`config.mk`:
```
export PLATFORM = sky130hd
export DESIGN_NAME = binary_to_decimal_ascii
export DESIGN_NICKNAME = d
export VERILOG_FILES = /design/src/rtl/core/bdac_pkg.sv /design/src/rtl/core/binary_to_decimal_ascii.sv /design/src/rtl/core/bdac_front.sv /design/src/rtl/core/bdac_back.sv
export SDC_FILE = /design/constraint.sdc
export NUM_CORES = 1
export LEC_CHECK = 0
export ABC_AREA = 1
export BUFFER_PORTS_ARGS = -buffer_cell sky130_fd_sc_hd__buf_2
export CAP_MARGIN = 20
export CORE_ASPECT_RATIO = 1.1
export CORE_MARGIN = 8
export CORE_UTILIZATION = 55
export DETAILED_ROUTE_END_ITERATION = 10
export PLACE_DENSITY = 0.78
export SLEW_MARGIN = 5
export SYNTH_ARGS = -nofsm -noshare
export SYNTH_HDL_FRONTEND = slang
export SYNTH_SLANG_ARGS = --single-unit
```
`constraint.sdc`:
```
create_clock -name clk -period 5.48 [get_ports clk]
set_input_delay 0.274 -clock clk [delete_from_list [all_inputs] [get_ports clk]]
set_output_delay 0.274 -clock clk [all_outputs]
set_load 0.02 [all_outputs]
```
`src/rtl/core/bdac_pkg.sv`:
```
// ----------------------------------------------------------------------------
// bdac_pkg
// Shared constants and helpers for the binary to decimal ASCII converter.
// ----------------------------------------------------------------------------
package bdac_pkg;

    localparam int VALUE_BITS_DEF = 32;
    localparam int DIGIT_W        = 6;
    localparam logic [DIGIT_W-1:0] ASCII_ZERO = 6'd48;

    // front-to-back queue
    localparam int QUEUE_DEPTH = 2;
    localparam int QPTR_W      = $clog2(QUEUE_DEPTH);
    localparam int QCNT_W      = $clog2(QUEUE_DEPTH + 1);

    // Decimal digits of 2^bits - 1: floor(bits * log10(2)) + 1.
    // 1233/4096 is close enough to log10(2) over the supported range.
    function automatic int dec_digits(input int bits);
        int prod;
        begin
            prod = bits * 1233;
            return (prod >> 12) + 1;
        end
    endfunction

endpackage

```
`src/rtl/core/binary_to_decimal_ascii.sv`:
```
// ----------------------------------------------------------------------------
// binary_to_decimal_ascii
// Unsigned binary to decimal ASCII digit stream, most significant first.
// ----------------------------------------------------------------------------
// Each accepted value produces its decimal digits as ASCII characters, MSD
// first, without leading zeros; zero gives a single '0'. last_digit marks the
// final character of each value. A nonzero value is shifted through the
// double-dabble shifter, then every decimal position of the widest value
// (10 for 32 bits) is examined: leading zeros are dropped and the rest are
// sent to the output register, which can stall. A zero value skips the shifter.
// A two-entry input queue lets new values be taken while a conversion runs.
// ----------------------------------------------------------------------------
module binary_to_decimal_ascii
    import bdac_pkg::*;
#(
    parameter int VALUE_BITS = VALUE_BITS_DEF
)
(
    input  logic                  clk,
    input  logic                  rst_n,
    input  logic                  in_valid,
    output logic                  in_ready,
    input  logic [VALUE_BITS-1:0] value,
    output logic                  out_valid,
    input  logic                  out_ready,
    output logic [DIGIT_W-1:0]    digit_char,
    output logic                  last_digit
);

    logic                  q_valid;
    logic                  q_ready;
    logic [VALUE_BITS-1:0] q_value;
    logic                  q_zero;

    bdac_front #(
        .VALUE_BITS (VALUE_BITS)
    ) u_front (
        .clk      (clk),
        .rst_n    (rst_n),
        .in_valid (in_valid),
        .in_ready (in_ready),
        .value    (value),
        .q_valid  (q_valid),
        .q_ready  (q_ready),
        .q_value  (q_value),
        .q_zero   (q_zero)
    );

    bdac_back #(
        .VALUE_BITS (VALUE_BITS)
    ) u_back (
        .clk        (clk),
        .rst_n      (rst_n),
        .q_valid    (q_valid),
        .q_ready    (q_ready),
        .q_value    (q_value),
        .q_zero     (q_zero),
        .out_valid  (out_valid),
        .out_ready  (out_ready),
        .digit_char (digit_char),
        .last_digit (last_digit)
    );

endmodule

```
`src/rtl/core/bdac_front.sv`:
```
// ----------------------------------------------------------------------------
// bdac_front
// Input side: accepts values, flags zero, and queues them for the back end.
// ----------------------------------------------------------------------------
module bdac_front
    import bdac_pkg::*;
#(
    parameter int VALUE_BITS = VALUE_BITS_DEF
)
(
    input  logic                  clk,
    input  logic                  rst_n,
    input  logic                  in_valid,
    output logic                  in_ready,
    input  logic [VALUE_BITS-1:0] value,
    output logic                  q_valid,
    input  logic                  q_ready,
    output logic [VALUE_BITS-1:0] q_value,
    output logic                  q_zero
);

    logic [VALUE_BITS-1:0] val_mem [QUEUE_DEPTH];
    logic                  zero_mem [QUEUE_DEPTH];

    logic [QPTR_W-1:0] wr_ptr_reg, wr_ptr_next;
    logic [QPTR_W-1:0] rd_ptr_reg, rd_ptr_next;
    logic [QCNT_W-1:0] count_reg, count_next;

    logic push, pop;

    assign in_ready = (count_reg != QCNT_W'(QUEUE_DEPTH));
    assign q_valid  = (count_reg != '0);
    assign push     = in_valid & in_ready;
    assign pop      = q_valid & q_ready;

    assign q_value = val_mem[rd_ptr_reg];
    assign q_zero  = zero_mem[rd_ptr_reg];

    always_comb
    begin
        wr_ptr_next = push ? wr_ptr_reg + 1'b1 : wr_ptr_reg;
        rd_ptr_next = pop  ? rd_ptr_reg + 1'b1 : rd_ptr_reg;
        count_next  = count_reg;
        if (push && !pop)
        begin
            count_next = count_reg + 1'b1;
        end
        else if (pop && !push)
        begin
            count_next = count_reg - 1'b1;
        end
    end

    always_ff @(posedge clk)
    begin
        if (push)
        begin
            val_mem[wr_ptr_reg]  <= value;
            zero_mem[wr_ptr_reg] <= (value == '0);
        end
    end

    always_ff @(posedge clk or negedge rst_n)
    begin
        if (!rst_n)
        begin
            wr_ptr_reg <= '0;
            rd_ptr_reg <= '0;
            count_reg  <= '0;
        end
        else
        begin
            wr_ptr_reg <= wr_ptr_next;
            rd_ptr_reg <= rd_ptr_next;
            count_reg  <= count_next;
        end
    end

endmodule

```
`src/rtl/core/bdac_back.sv`:
```
// ----------------------------------------------------------------------------
// bdac_back
// Conversion engine: double-dabble shifter, then digit emission MSD first
// with leading zeros dropped, into an output register.
// ----------------------------------------------------------------------------
module bdac_back
    import bdac_pkg::*;
#(
    parameter int VALUE_BITS = VALUE_BITS_DEF
)
(
    input  logic                  clk,
    input  logic                  rst_n,
    input  logic                  q_valid,
    output logic                  q_ready,
    input  logic [VALUE_BITS-1:0] q_value,
    input  logic                  q_zero,
    output logic                  out_valid,
    input  logic                  out_ready,
    output logic [DIGIT_W-1:0]    digit_char,
    output logic                  last_digit
);

    localparam int NDIG  = dec_digits(VALUE_BITS);
    localparam int BCD_W = 4 * NDIG;
    localparam int CNT_W = $clog2(NDIG + 1);
    localparam int SH_W  = $clog2(VALUE_BITS + 1);

    typedef enum logic [1:0] {
        ST_IDLE,
        ST_SHIFT,
        ST_EMIT
    } state_t;

    state_t                state_reg, state_next;
    logic [VALUE_BITS-1:0] bin_reg, bin_next;
    logic [BCD_W-1:0]      bcd_reg, bcd_next;
    logic [SH_W-1:0]       shcnt_reg, shcnt_next;
    logic [CNT_W-1:0]      dcnt_reg, dcnt_next;
    logic                  lead_reg, lead_next;
    logic                  out_valid_reg, out_valid_next;
    logic [DIGIT_W-1:0]    digit_reg, digit_next;
    logic                  last_reg, last_next;

    logic [BCD_W-1:0] bcd_adj;
    logic [3:0]       top_digit;
    logic             out_free;

    assign out_valid  = out_valid_reg;
    assign digit_char = digit_reg;
    assign last_digit = last_reg;

    assign top_digit = bcd_reg[BCD_W-1 -: 4];
    assign out_free  = !out_valid_reg || out_ready;
    assign q_ready   = (state_reg == ST_IDLE);

    // add-3 correction on every BCD digit before the shift
    always_comb
    begin
        for (int i = 0; i < NDIG; i++)
        begin
            if (bcd_reg[4*i +: 4] >= 4'd5)
            begin
                bcd_adj[4*i +: 4] = bcd_reg[4*i +: 4] + 4'd3;
            end
            else
            begin
                bcd_adj[4*i +: 4] = bcd_reg[4*i +: 4];
            end
        end
    end

    always_comb
    begin
        state_next     = state_reg;
        bin_next       = bin_reg;
        bcd_next       = bcd_reg;
        shcnt_next     = shcnt_reg;
        dcnt_next      = dcnt_reg;
        lead_next      = lead_reg;
        out_valid_next = out_valid_reg && !out_ready;
        digit_next     = digit_reg;
        last_next      = last_reg;

        case (state_reg)
            ST_IDLE:
            begin
                if (q_valid)
                begin
                    bin_next   = q_value;
                    bcd_next   = '0;
                    shcnt_next = SH_W'(VALUE_BITS);
                    lead_next  = 1'b1;
                    if (q_zero)
                    begin
                        // nothing to shift: a single '0'
                        dcnt_next  = CNT_W'(1);
                        state_next = ST_EMIT;
                    end
                    else
                    begin
                        dcnt_next  = CNT_W'(NDIG);
                        state_next = ST_SHIFT;
                    end
                end
            end

            ST_SHIFT:
            begin
                bcd_next   = {bcd_adj[BCD_W-2:0], bin_reg[VALUE_BITS-1]};
                bin_next   = {bin_reg[VALUE_BITS-2:0], 1'b0};
                shcnt_next = shcnt_reg - 1'b1;
                if (shcnt_reg == SH_W'(1))
                begin
                    state_next = ST_EMIT;
                end
            end

            ST_EMIT:
            begin
                if (lead_reg && (top_digit == 4'd0) && (dcnt_reg != CNT_W'(1)))
                begin
                    // leading zero, drop it
                    bcd_next  = {bcd_reg[BCD_W-5:0], 4'd0};
                    dcnt_next = dcnt_reg - 1'b1;
                end
                else if (out_free)
                begin
                    out_valid_next = 1'b1;
                    digit_next     = ASCII_ZERO + {2'b00, top_digit};
                    last_next      = (dcnt_reg == CNT_W'(1));
                    bcd_next       = {bcd_reg[BCD_W-5:0], 4'd0};
                    dcnt_next      = dcnt_reg - 1'b1;
                    lead_next      = 1'b0;
                    if (dcnt_reg == CNT_W'(1))
                    begin
                        state_next = ST_IDLE;
                    end
                end
            end

            default:
            begin
                state_next = ST_IDLE;
            end
        endcase
    end

    always_ff @(posedge clk or negedge rst_n)
    begin
        if (!rst_n)
        begin
            state_reg     <= ST_IDLE;
            out_valid_reg <= 1'b0;
            digit_reg     <= '0;
            last_reg      <= 1'b0;
        end
        else
        begin
            state_reg     <= state_next;
            out_valid_reg <= out_valid_next;
            digit_reg     <= digit_next;
            last_reg      <= last_next;
        end
    end

    always_ff @(posedge clk)
    begin
        bin_reg   <= bin_next;
        bcd_reg   <= bcd_next;
        shcnt_reg <= shcnt_next;
        dcnt_reg  <= dcnt_next;
        lead_reg  <= lead_next;
    end

endmodule

```
# Word level (Yosys, flattened, before mapping)
# Memories as Yosys holds them, arrays and structs flattened.
# Index checks and enable logic that the tools add are counted.
word_totals:
  regBits: 97
  ramBits: 66
  in_bits: 36
  out_inout_bits: 9
  wordCells: 121
  n_memories: 2
op_classes:
  add_sub_neg: 17
  n_lt_le_gt_ge: 10
  n_eq_ne: 12
  muxes: 41
  n_bitwise: 3
  n_reduce_logical: 24
memory_table:
  columns: ["name", "words", "word_bits", "rd", "rd_ports_with_merged_regs", "wr", "line", "text"]
  rows:
  - ["u_front.val_mem", 2, 32, 1, 0, 1, "bdac_front.sv:22", "logic [VALUE_BITS-1:0] val_mem [QUEUE_DEPTH];"]
  - ["u_front.zero_mem", 2, 1, 1, 0, 1, "bdac_front.sv:23", "logic zero_mem [QUEUE_DEPTH];"]
op_table:
  columns: ["cell", "n"]
  rows:
  - ["40-bit two-way mux", 3]
  - ["40-bit case mux with 3 select lines", 1]
  - ["32-bit case mux with 2 select lines", 1]
  - ["4-bit two-way mux", 13]
  - ["4-bit by 3-bit >= comparator with 1-bit output (second input constant)", 10]
  - ["4-bit by 2-bit adder with 4-bit output (second input constant)", 9]
  - ["32-bit logical NOT", 1]
  - ["32-bit two-way mux", 1]
  - ["2-bit two-way mux", 8]
  - ["6-bit case mux with 2 select lines", 1]
  - ["3-bit AND reduction", 3]
  - ["1-bit two-way mux", 8]
  - ["2-bit by 1-bit inequality test with 1-bit output (second input constant)", 4]
  - ["4-bit case mux with 2 select lines", 1]
  - ["2-bit nonzero test", 4]
  - ["5-bit by 5-bit adder with 6-bit output (first input constant)", 1]
  - ["6-bit by 1-bit == test with 1-bit output (second input constant)", 1]
  - ["6-bit two-way mux", 1]
  - ["2-bit case mux with 3 select lines", 1]
  - ["6-bit by 1-bit subtractor with 6-bit output (second input constant)", 1]
  - ["1-bit logical AND", 5]
  - ["5-bit AND reduction", 1]
  - ["4-bit by 1-bit == test with 1-bit output (second input constant)", 1]
  - ["1-bit logical NOT", 4]
  - ["other kinds (20)", 23]

# Logic depth before layout (Yosys ltp)
logic_depth:
  word_depth: 6
  depth_mapped: 10
  mapped_depth_nobuf: 10

# Cells and area by module
# From an unflattened synthesis, not the netlist that was laid out.
unflattened:
  cells_unflattened: 811
  hier_area_um2: 7942.6
by_module_without_submodules:
  columns: ["module", "n_inst", "cells_each", "area_per_inst_um2", "seq_area_each_um2"]
  rows:
  - ["bdac_back", 1, 583, 5172.5, 2717.6]
  - ["bdac_front", 1, 228, 2770.2, 2082.0]

# Worst setup path after synthesis
# Ideal clock, no wire load.
synth_path:
  path_kind: "reg2reg"
  start: "reg u_back.state_reg[1]"
  end: "reg u_back.bin_reg[0] (enable)"
  setup_time_ns: 0.486
  arrival_time_ns: 3.668
  required_ns: 4.994
  path_slack_ns: 1.326
  path_stages_with_launch: 7
  n_path_buf: 2
  synth_period_minus_slack_ns: 4.154
  path_cell_list: "dfrtp_1 inv_1 ha_1 buf_4 inv_1 buf_2 o21ai_0"
synth_via:
  elab_chain_cells: 3
  word_cells_on_any_way: 5
  cone_classes: "eq/ne: 2; reduce/logical: 3"
synth_lines:
  columns: ["element", "line", "text"]
  rows:
  - ["start: declaration", "bdac_back.sv:35", "state_t state_reg, state_next;"]
  - ["start signal: assignment", "bdac_back.sv:160", "state_reg <= state_next;"]
  - ["2-bit by 1-bit == test with 1-bit output or 2-bit logical NOT (tied branches)", "bdac_back.sv:85", "case (state_reg)"]
  - ["2-bit nonzero test (no line) or 2-bit by 1-bit inequality test with 1-bit output (tied branches)", null, null]
  - ["2-bit AND reduction (no line) (*)", null, null]
  - ["end signal: assignment", "bdac_back.sv:169", "bin_reg <= bin_next;"]
  - ["end: declaration", "bdac_back.sv:36", "logic [VALUE_BITS-1:0] bin_reg, bin_next;"]
# Every way passes the cells marked *; elsewhere a longest branch is shown, timed or not.
# A chain may end at the register's enable or synchronous reset.

# Worst setup path in the final report
layout_path:
  start: "reg u_back.state_reg[0]"
  end: "reg u_back.bcd_reg[20] (data pin)"
layout_via:
  elab_chain_cells: 2
  word_cells_on_any_way: 4
  cone_classes: "eq/ne: 2; mux: 1; reduce/logical: 1"
layout_lines:
  columns: ["element", "line", "text"]
  rows:
  - ["2-bit == test, or another cell as far along", "bdac_back.sv:85", null]
  - ["40-bit case mux with 3 select lines (*)", "bdac_back.sv:85", null]
  - ["named net u_back.bcd_next[20]", "bdac_back.sv:37", "logic [BCD_W-1:0] bcd_reg, bcd_next;"]
  - ["end signal: assignment", "bdac_back.sv:170", "bcd_reg <= bcd_next;"]
  - ["end: declaration", "bdac_back.sv:37", null]
# The timed path passes the listed nets; every way through them passes the cells marked *.

==> qor.csv <==
stage;metric;value;unit
status;result of the run;complete, no violations;
timing;setup-violating endpoint count in the final report;0;
logic_synthesis;leading cell types by count after synthesis;nand2_1, edfxtp_1, a21oi_1;
logic_synthesis;main combinational cell family by area after synthesis;simple AND/OR/NAND/NOR gates;
global_route;global-route wire length before repair;25.4;mm
power;Static Leak;3.51;nW
power;highest ir drop seen on vdd;0.350;mV
setup_path;R2R Path Start;u_back.state_reg[0]$_DFFE_PN0P_;
logic_synthesis;adder and majority cell fraction of the synthesized area;0.0490;
route;DRC marker count from the first detailed-route iteration;716;
floorplan;count of pins on the block boundary;45;
power;clock group share of total power;0.226;
logic_synthesis;most common cell in the netlist;nand2_1;
logic_synthesis;post-synthesis cell area;0.00766;mm2
logic_synthesis;ys flop type;edfxtp_1;
power;total power;5.03;mW
timing;Slew HR;0.517;
power;sequential fraction of design power;0.443;
global_route;overflow left after global routing;0;
logic_synthesis;compound-cell area share of the yosys netlist;0.0924;
timing;pin slew with the least headroom to its limit;723;ps
clocking;total CTS buffers;17;
power;net switching power;1.88;mW
setup_path;timing startpoint of the critical path;u_back.state_reg[0]$_DFFE_PN0P_;
logic_synthesis;post-synthesis mux area share;0;
route;average wire length per cell after detail routing;15.5;um
route;count of vias placed by the detailed router;5496;
logic_synthesis;post-synthesis cell type count;29;
setup_path;crit-path cells;inv_1 -> ha_1 -> nand2_1 -> inv_1 -> nand2_1 -> o21ai_0;
power;cell area power density;581;mW/mm2
route;DRT Wirelength;15.4;mm
setup_path;worst reg2reg path depth;6;
global_route;GR Util All Layers;0.177;
clocking;CTS tree;done;
route;number of remaining DRC errors;0;
clocking;TritonCTS Sinks;162;
global_route;largest net degree at the start of global routing;41;
power;internal power;3.15;mW
logic_synthesis;Post-synth EDFFs;149;
logic_synthesis;share of the synthesized netlist area taken by xor and xnor gates;0.00800;
worst_hold_path;Min-Delay Endpoint;u_front.val_mem[0][5]$_DFFE_PP_;
timing;Worst Clk Skew;9.32;ps
setup_path;Arr. time, crit path;2730;ps
clocking;clock input transition at the sequential cells of the worst setup and hold paths;70;ps
timing;period utilization;0.451;
cells_and_area;net count of the finished layout;860;
power;switching power as a share of total power;0.374;
setup_path;data required time of the worst path;5740;ps
floorplan;height of the chip;140;um
setup_path;category of the worst setup path capture point;flip-flop;
floorplan;core area;0.0137;mm2
timing;pins over their slew limit;0;
floorplan;cell row count;45;
placement;post-place setup slack;2930;ps
floorplan;Initial Utilization;0.558;
global_route;antenna violations before repair;0;
timing;Fin Setup TNS;0;ps
setup_path;kind of start point of the critical path;flip-flop;
timing;fmax;405;MHz
setup_path;top fanout value on the critical path;23;
logic_synthesis;count of mapped cells out of synthesis;746;
setup_path;Slowest-stage cell, CP;inv_1;
logic_synthesis;flip-flop and latch count after synthesis;162;
timing;unrepaired setup endpoints after global routing;false;
cells_and_area;FILL cells;1084;
run;Max-cap violations;0;
power;combinational group share of total power;0.332;
worst_hold_path;critical hold path startpoint;value[5];
route;post-detailed-route count of antenna-violating nets;0;
placement;Placer Congestion;0.781;
cells_and_area;Largest register FFs;64;
logic_synthesis;portion of the post-synthesis area used by sequential elements;0.626;
route;average vias per placed instance;5.52;
cells_and_area;Area Growth Syn to Fin;13.0;%
floorplan;total die area;0.0180;mm2
timing;final-report hold violation count;0;
setup_path;Worst Setup Path Type;reg2reg;
worst_hold_path;hold depth;1;
clocking;number of H-tree levels;4;
cells_and_area;share of final-layout standard cells stronger than drive strength 1;0.121;
logic_synthesis;Synth top area share;0.584;
logic_synthesis;Simple-Gate Fraction of Synth Area;0.168;
route;Pre-Repair DR Iteration Count;5;
setup_path;slack of the worst reg-to-reg path;3010;ps
timing;worst-case setup margin in the final layout;3010;ps
clocking;later-pin clock latency in the skew report;430;ps
setup_path;Crit Reg-Reg Endpoint;u_back.bcd_reg[20]$_DFFE_PP_;
timing;post-layout minimum cycle time;2470;ps
logic_synthesis;syn avg cell area;10.3;um2
logic_synthesis;library cell occupying the most area in the post-synthesis netlist;edfxtp_1;
cells_and_area;diode count;0;
floorplan;DIE WIDTH;129;um
clocking;Max clock buf depth;2;
clocking;master cell of the clock root buffer;clkbuf_16;
logic_synthesis;synth warn;0;
logic_synthesis;number of nets produced by synthesis;812;
setup_path;Crit path largest cell delay;680;ps
worst_hold_path;min-delay worst type;in2reg;
logic_synthesis;largest cells by area after synthesis;edfxtp_1, nand2_1, a21oi_1;
logic_synthesis;proportion of register bits with asynchronous set or reset after synthesis;0.0802;
global_route;vias in the first global route;5526;
placement;Detailed Place HPWL;9.71;mm
placement;count of buffers inserted at the top-level ports;44;
worst max path at each step:
stage,endpoint,slack [ps],cells after the start
finish,u_back.bcd_reg[20]$_DFFE_PP_,3010,6
global route,u_back.bcd_reg[20]$_DFFE_PP_,2720,6
CTS,u_back.bin_reg[11]$_DFFE_PP_,2920,5
detailed placement,u_back.bin_reg[19]$_DFFE_PP_,2930,5
global placement,u_back.bin_reg[20]$_DFFE_PP_,3040,5
floorplan,u_back.bin_reg[0]$_SDFFCE_PP0P_,1330,6
through the flow:
stage	utilization	hold slack [ps]	std cells	area (um2)
final	0.630	40.1	995	8660
after detailed placement	0.585	187	960	8040
after global placement	0.585	181	960	8040
after floorplan	-	-21.6	746	7660
after global routing	0.630	30.1	995	8660
after CTS	0.626	30.1	993	8600
logic make-up (layout without fill, tap and decap cells):
group,Yosys count,in the layout
simple gates,312,312
flops,162,162
compound gates,138,138
buf+inv,97,158
fa+ha+maj,30,30
xor+xnor,7,7
metal layers:
layer / wire [um] / vias up / global-route usage
met1: 6140 / 2607 / 0.211
met4: 254 / 0 / 0.0669
met5: 0 / - / 0
li1: - / 2649 / -
met3: 859 / 26 / 0.0432
met2: 8160 / 214 / 0.303
cell usage in the layout, fill, tap and decap left out, types with 4 or more instances in the layout:
master	instances
dfrtp_1	13
buf_4	5
ha_1	30
buf_2	44
inv_1	71
inv_6	6
clkbuf_16	17
edfxtp_1	149
nand3_1	37
xor2_1	4
nand2_1	169
nor2_1	80
nand4_1	13
o22ai_1	5
o21ai_0	45
a21oi_1	82
timing repair:
| action | 4_1_cts | 5_1_grt |
|---|---|---|
| hold buffers | 1 | 0 |
| resized for setup | 0 | 0 |
| setup buffers | 0 | 0 |
| hold endpoints to repair | 13 | 0 |
power by group through the flow:
stage / sequential [mW] / combinational, mW / clock [mW]
global placement: 2.25 / 1.45 / 0
global route: 2.27 / 1.88 / 1.19
CTS: 2.25 / 1.57 / 1.14
floorplan: 2.21 / 1.20 / 0
finish: 2.23 / 1.67 / 1.14
detailed placement: 2.27 / 1.55 / 0
final cells by class:
class	instances	area, um2	share of cell area
clock buffers	18	429	0.0496
repair buffers	52	323	0.0373
inverters	74	283	0.0327
well taps	188	235	0.0272
flip-flops and latches	162	4800	0.554
clock inverters	14	126	0.0146
multi-input cells	487	2460	0.284
worst max-delay path: cells and delay by family (launching register included):
family | cells | cell delay, ps
buffers and inverters | 2 | 770
AND/OR/NAND/NOR | 2 | 550
adder cells (fa/ha/maj) | 1 | 430
flip-flops | 1 | 410
AO/OA/AOI/OAI | 1 | 120
Note: power is estimated with default switching activity, not from simulation.
